### src/sv/rpn_pkg.sv
package rpn_pkg;

  // Stack geometry and fixed-point format.
  localparam int STACK_DEPTH   = 64;
  localparam int FRACTION_BITS = 16;
  localparam int VALUE_W       = 32;
  localparam int SP_W          = $clog2(STACK_DEPTH + 1);
  localparam int ADDR_W        = (STACK_DEPTH > 1) ? $clog2(STACK_DEPTH) : 1;

  // Divider geometry: the dividend is |a| scaled by 2^FRACTION_BITS, padded to
  // an even width because the divider retires two quotient bits per cycle.
  localparam int DIV_W     = VALUE_W + FRACTION_BITS;
  localparam int DIV_STEPS = (DIV_W + 1) / 2;
  localparam int DIV_PAD   = 2 * DIV_STEPS;
  localparam int DCNT_W    = $clog2(DIV_STEPS + 1);
  localparam int REM_W     = VALUE_W + 1;

  // Rounding bias that turns an arithmetic shift into truncation toward zero.
  localparam logic [63:0] MUL_BIAS = (64'd1 << FRACTION_BITS) - 64'd1;

  // Command codes carried by the input item.
  typedef enum logic [2:0] {
    CMD_PUSH    = 3'd0,
    CMD_ADD     = 3'd1,
    CMD_SUB     = 3'd2,
    CMD_MUL     = 3'd3,
    CMD_DIV     = 3'd4,
    CMD_PRINT   = 3'd5,
    CMD_UNKNOWN = 3'd6
  } cmd_t;

  // Commands from the controller to the datapath.
  typedef struct packed {
    logic latch_in;
    logic pop_rd;
    logic cap_b;
    logic cap_a;
    logic mul;
    logic div_start;
    logic div_step;
    logic calc;
    logic push;
    logic set_zd;
    logic out_load;
    cmd_t op;
  } rpn_ctl_t;

  // Status from the datapath to the controller.
  typedef struct packed {
    logic pop_zero;
    logic div_done;
  } rpn_stat_t;

  // Saturate a 64-bit signed value to the signed 32-bit range.
  function automatic logic signed [VALUE_W-1:0] sat32(input logic signed [63:0] v);
    logic signed [63:0] vmax;
    logic signed [63:0] vmin;
    vmax = 64'sh0000_0000_7FFF_FFFF;
    vmin = -64'sh0000_0000_8000_0000;
    if (v > vmax) begin
      sat32 = VALUE_W'(vmax);
    end else if (v < vmin) begin
      sat32 = VALUE_W'(vmin);
    end else begin
      sat32 = v[VALUE_W-1:0];
    end
  endfunction

endpackage

### src/sv/rpn_ctrl.sv
module rpn_ctrl
  import rpn_pkg::*;
(
  input  logic      clk,
  input  logic      rst_n,
  input  logic      in_valid,
  output logic      in_stall,
  input  logic [2:0] in_cmd,
  output logic      out_valid,
  input  logic      out_stall,
  input  rpn_stat_t stat,
  output rpn_ctl_t  ctl
);

  typedef enum logic [3:0] {
    ST_IDLE,
    ST_POP_B,
    ST_GET_B,
    ST_POP_A,
    ST_GET_A,
    ST_MUL,
    ST_DIV_INIT,
    ST_DIV,
    ST_EXEC,
    ST_PUSH,
    ST_DONE
  } state_t;

  state_t state_r, state_nxt;
  cmd_t   op_r, op_nxt;
  logic   out_valid_r, out_valid_nxt;
  logic   accept;
  logic   out_free;

  assign accept    = in_valid && (state_r == ST_IDLE);
  assign out_free  = !out_valid_r || !out_stall;
  assign in_stall  = (state_r != ST_IDLE);
  assign out_valid = out_valid_r;

  // Next state, latched command and the result-valid flag.
  always_comb begin
    state_nxt     = state_r;
    op_nxt        = op_r;
    out_valid_nxt = out_valid_r && out_stall;
    case (state_r)
      ST_IDLE: begin
        if (accept) begin
          case (in_cmd)
            CMD_PUSH, CMD_ADD, CMD_SUB, CMD_MUL, CMD_DIV, CMD_PRINT: op_nxt = cmd_t'(in_cmd);
            default: op_nxt = CMD_UNKNOWN;
          endcase
          case (op_nxt)
            CMD_PUSH:    state_nxt = ST_PUSH;
            CMD_UNKNOWN: state_nxt = ST_DONE;
            default:     state_nxt = ST_POP_B;
          endcase
        end
      end
      ST_POP_B: state_nxt = ST_GET_B;
      ST_GET_B: begin
        if (op_r == CMD_PRINT) begin
          state_nxt = ST_DONE;
        end else if (op_r == CMD_DIV && stat.pop_zero) begin
          state_nxt = ST_DONE;
        end else begin
          state_nxt = ST_POP_A;
        end
      end
      ST_POP_A: state_nxt = ST_GET_A;
      ST_GET_A: begin
        case (op_r)
          CMD_MUL: state_nxt = ST_MUL;
          CMD_DIV: state_nxt = ST_DIV_INIT;
          default: state_nxt = ST_EXEC;
        endcase
      end
      ST_MUL:      state_nxt = ST_EXEC;
      ST_DIV_INIT: state_nxt = ST_DIV;
      ST_DIV: begin
        if (stat.div_done) begin
          state_nxt = ST_EXEC;
        end
      end
      ST_EXEC: state_nxt = ST_PUSH;
      ST_PUSH: state_nxt = ST_DONE;
      ST_DONE: begin
        if (out_free) begin
          out_valid_nxt = 1'b1;
          state_nxt     = ST_IDLE;
        end
      end
      default: state_nxt = ST_IDLE;
    endcase
  end

  // Datapath commands decoded from the current state.
  always_comb begin
    ctl           = '0;
    ctl.op        = op_r;
    ctl.latch_in  = accept;
    ctl.pop_rd    = (state_r == ST_POP_B) || (state_r == ST_POP_A);
    ctl.cap_b     = (state_r == ST_GET_B);
    ctl.cap_a     = (state_r == ST_GET_A);
    ctl.mul       = (state_r == ST_MUL);
    ctl.div_start = (state_r == ST_DIV_INIT);
    ctl.div_step  = (state_r == ST_DIV) && !stat.div_done;
    ctl.calc      = (state_r == ST_EXEC);
    ctl.push      = (state_r == ST_PUSH);
    ctl.set_zd    = (state_r == ST_GET_B) && (op_r == CMD_DIV) && stat.pop_zero;
    ctl.out_load  = (state_r == ST_DONE) && out_free;
  end

  // State and registered outputs.
  always_ff @(posedge clk) begin
    if (!rst_n) begin
      state_r     <= ST_IDLE;
      op_r        <= CMD_UNKNOWN;
      out_valid_r <= 1'b0;
    end else begin
      state_r     <= state_nxt;
      op_r        <= op_nxt;
      out_valid_r <= out_valid_nxt;
    end
  end

endmodule

### config.mk
export PLATFORM = sky130hd
export DESIGN_NAME = rpn_ctrl
export DESIGN_NICKNAME = d
export VERILOG_FILES = /design/src/sv/rpn_pkg.sv /design/src/sv/rpn_ctrl.sv
export SDC_FILE = /design/constraint.sdc
export NUM_CORES = 1
export LEC_CHECK = 0
export ABC_AREA = 1
export ABC_CLOCK_PERIOD_IN_PS = 1450
export BUFFER_PORTS_ARGS = -buffer_cell sky130_fd_sc_hd__buf_2
export CAP_MARGIN = 20
export CORE_MARGIN = 1.5
export CORE_UTILIZATION = 44
export CTS_CLUSTER_DIAMETER = 100
export DETAILED_ROUTE_END_ITERATION = 12
export PLACE_DENSITY = 0.75
export SYNTH_ARGS = -nofsm -noshare
export SYNTH_HDL_FRONTEND = slang
export SYNTH_SLANG_ARGS = --single-unit
### constraint.sdc
create_clock -name clk -period 1.45 [get_ports clk]
set_input_delay 0.145 -clock clk [delete_from_list [all_inputs] [get_ports clk]]
set_output_delay 0.145 -clock clk [all_outputs]
set_load 0.05 [all_outputs]
==> PnR_summary.wiki <==
{| class="wikitable"
! Metric !! Value
|-
| Outcome || completed
|-
| Number of distinct library cells after synthesis || 14
|-
| Non-Filler Cell Area, Final || 828 um^2
|-
| Max frequency || 694 MHz
|-
| Most frequent cells in the layout || 22 x nand2_1, 18 x nor2_1, 16 x buf_2
|-
| Average cell area after synthesis || 5.49 um^2
|-
| Critical path buffer and inverter count || 2
|-
| Master of the slowest instance on the critical path || dfxtp_1
|-
| Critical path peak fanout || 6
|-
| Wire length on met3 || 100 um
|-
| Core Box Area || 1160 um^2
|-
| I/O pin cnt || 25
|-
| GR Overflow Total || 0
|-
| Count of antenna-violating nets left after detailed routing || 0
|-
| Routability cong. || 0.827
|-
| Final slew viol count || 0
|-
| Worst endpoint data arrival time || 1.30 ns
|-
| Vertical extent of the die || 39.0 um
|-
| Number of vias after detailed routing || 734
|-
| Crit path cell chain || nand2_1 -> inv_1 -> nand2_1 -> nor2_2 -> buf_6
|-
| Initial DRT Pass Iterations || 4
|-
| Final worst hold slack || 0.0971 ns
|-
| Met1 routed wirelength after detailed routing || 709 um
|-
| Cell at the root of the clock tree || clkbuf_4
|-
| Antenna violations before repair || 0
|-
| Startpoint-to-endpoint class of the critical path || reg -> out
|-
| Internal Dissipation || 0.000667 W
|-
| Peak per-stage delay on the critical path || 0.46 ns
|-
| Net switching power figure || 0.000940 W
|-
| Count of max-cap constraint violations || 0
|-
| Area Growth Syn to Fin || 45.2%
|-
| Data required time of the worst path || 1.31 ns
|-
| Ratio of cells with drive above 1 in the final layout || 0.385
|-
| Skew-Pair Late Insertion Delay || 0.26 ns
|-
| Leakage power figure || 0.454 nW
|-
| Die width || 39.0 um
|-
| Category of the worst setup path launch point || register
|-
| Max IR drop VDD || 1.26 mV
|-
| Share of the yosys chip area belonging to registers || 0.281
|-
| Buffers inserted by post-CTS timing repair || 0
|-
| Worst-margin pin slew || 0.260 ns
|-
| Vias in the first global route || 615
|-
| Type of destination of the critical path || output pin
|-
| TritonCTS Sinks || 8
|-
| Worst min-delay path class || in -> reg
|-
| Detailed Route WL || 1.58 mm
|-
| Portion of total power attributed to sequential cells || 0.234
|-
| Most used cell, CP || nand2_1
|-
| Unrepaired setup endpoints after global routing || yes
|-
| Count of endpoints failing setup in the final report || 0
|-
| Worst rel slew slack || 0.826
|-
| Switching fraction of total power || 0.585
|-
| Per-cell routed wire length || 11.0 um
|-
| Count of final hold-check violations || 0
|-
| Overall global routing resource usage || 0.244
|-
| Clock-pin slew of the registers on the worst-case setup and hold paths || 0.06 ns
|-
| Nets@finish || 141
|-
| Maximum clock path buffer count || 2
|-
| Final period demand of the worst path || 1.44 ns
|-
| Mapped Cells || 104
|-
| Depth of the CTS H-tree || 1
|-
| Clock buffer count from CTS || 3
|-
| Number of remaining DRC errors || 0
|-
| Most frequent standard cell in the layout excluding fill and tap cells || nand2_1
|-
| Largest net degree at the start of global routing || 7
|-
| Buffers on Ports || 24
|-
| Total cell area at the placement stage || 724 um^2
|-
| Std-Cell Rows || 12
|-
| CTS tree || done
|-
| Final worst clock skew || 0.000343 ns
|-
| Power per unit of standard cell area || 1940 nW/um^2
|-
| Starting density of the core || 0.494
|-
| Ys Warns || 0
|-
| Diodes inserted || 0
|-
| Number of synthesized register bits || 8
|-
| Max layer used || met4
|-
| Met2 Routed Length || 745 um
|-
| Part of the power in the clock network || 0.111
|-
| Overall die area || 1520 um^2
|-
| Drt first-iter violations || 20
|-
| Combinational share of power || 0.656
|-
| Final period utilization || 0.994
|-
| Dominant delay contributor by cell family on the critical path || flip-flops
|-
| Post-synth net total || 113
|-
| Summed instance area of the synthesized netlist || 571 um^2
|-
| Via/cell ratio || 5.10
|-
| Hpwl dp || 1.19 mm
|-
| Wire length of the first global-routing pass || 2.47 mm
|}
[worst paths after layout]
check,from,to,slack [ns],cells past startpoint
worst min-delay path,rst_n,op_r[1],0.1,2
worst max register to register,state_r[3],state_r[1],0.17,7
worst max-delay path,state_r[3],ctl[3],0.009,5
worst min register to register,out_valid,out_valid,0.49,2
[timing repair]
item                       4_1_cts  5_1_grt
hold buffers                     0        0
cloned                           0        0
setup endpoints to repair        6        9
gates resized for setup         11       17
[sequential cells by signal, indices dropped and copies added (netlist names)]
name	cells
state_r	4
op_r	3
out_valid	1
[logic make-up (layout without fill, tap and decap cells)]
logic type / after synthesis / after routing / synth area share
AOI/OAI and AO/OA: 10 / 10 / 0.0877
DFF: 8 / 8 / 0.281
and+or+nand+nor: 67 / 67 / 0.500
buffers and inverters: 19 / 45 / 0.132
[metrics by stage]
step,setup TNS [ns],total power [W],util,setup slack [ns],std cells
2_1_floorplan,-0.178,0.00110,-,-0.178,104
3_3_place_gp,0,0.00127,0.627,0.143,141
5_1_grt,-0.148,0.00171,0.716,-0.0623,144
4_1_cts,-0.00297,0.00151,0.672,-0.00297,144
6_report,0,0.00161,0.716,0.00852,144
3_5_place_dp,0,0.00129,0.627,0.136,141
[synth_stat cells (all sizes together)]
cell    instances  area (um^2)
dfxtp           8          160
buf             1         7.51
nor2           29          121
nor3            2         10.0
inv            18         67.6
nand3          10         50.1
nand3b          1         7.51
o21ai           4         20.0
a21oi           6         30.0
nand2          25         96.4
[power groups by stage]
| stage | combinational [W] | sequential [W] | clock (W) |
|---|---|---|---|
| after CTS | 0.000991 | 0.000347 | 0.000176 |
| after floorplan | 0.000689 | 0.000416 | 0 |
| after global placement | 0.000932 | 0.000343 | 0 |
| after global routing | 0.00114 | 0.000384 | 0.000182 |
| after detailed placement | 0.000940 | 0.000347 | 0 |
| final | 0.00105 | 0.000376 | 0.000178 |
[layout make-up]
type / count / area [um^2]
clock buffer: 3 / 22.5
fill: 107 / 328
inverter: 18 / 67.6
multi-input combinational: 77 / 402
sequential: 8 / 164
tap: 14 / 17.5
timing repair buffer: 24 / 155
[per-layer routing]
layer  vias up  global-route usage
met5         -                   0
met4         0               0.147
met3         5              0.0578
met2        25               0.367
met1       331               0.311
li1        373                   -
Power figures use the tool's default switching activity.
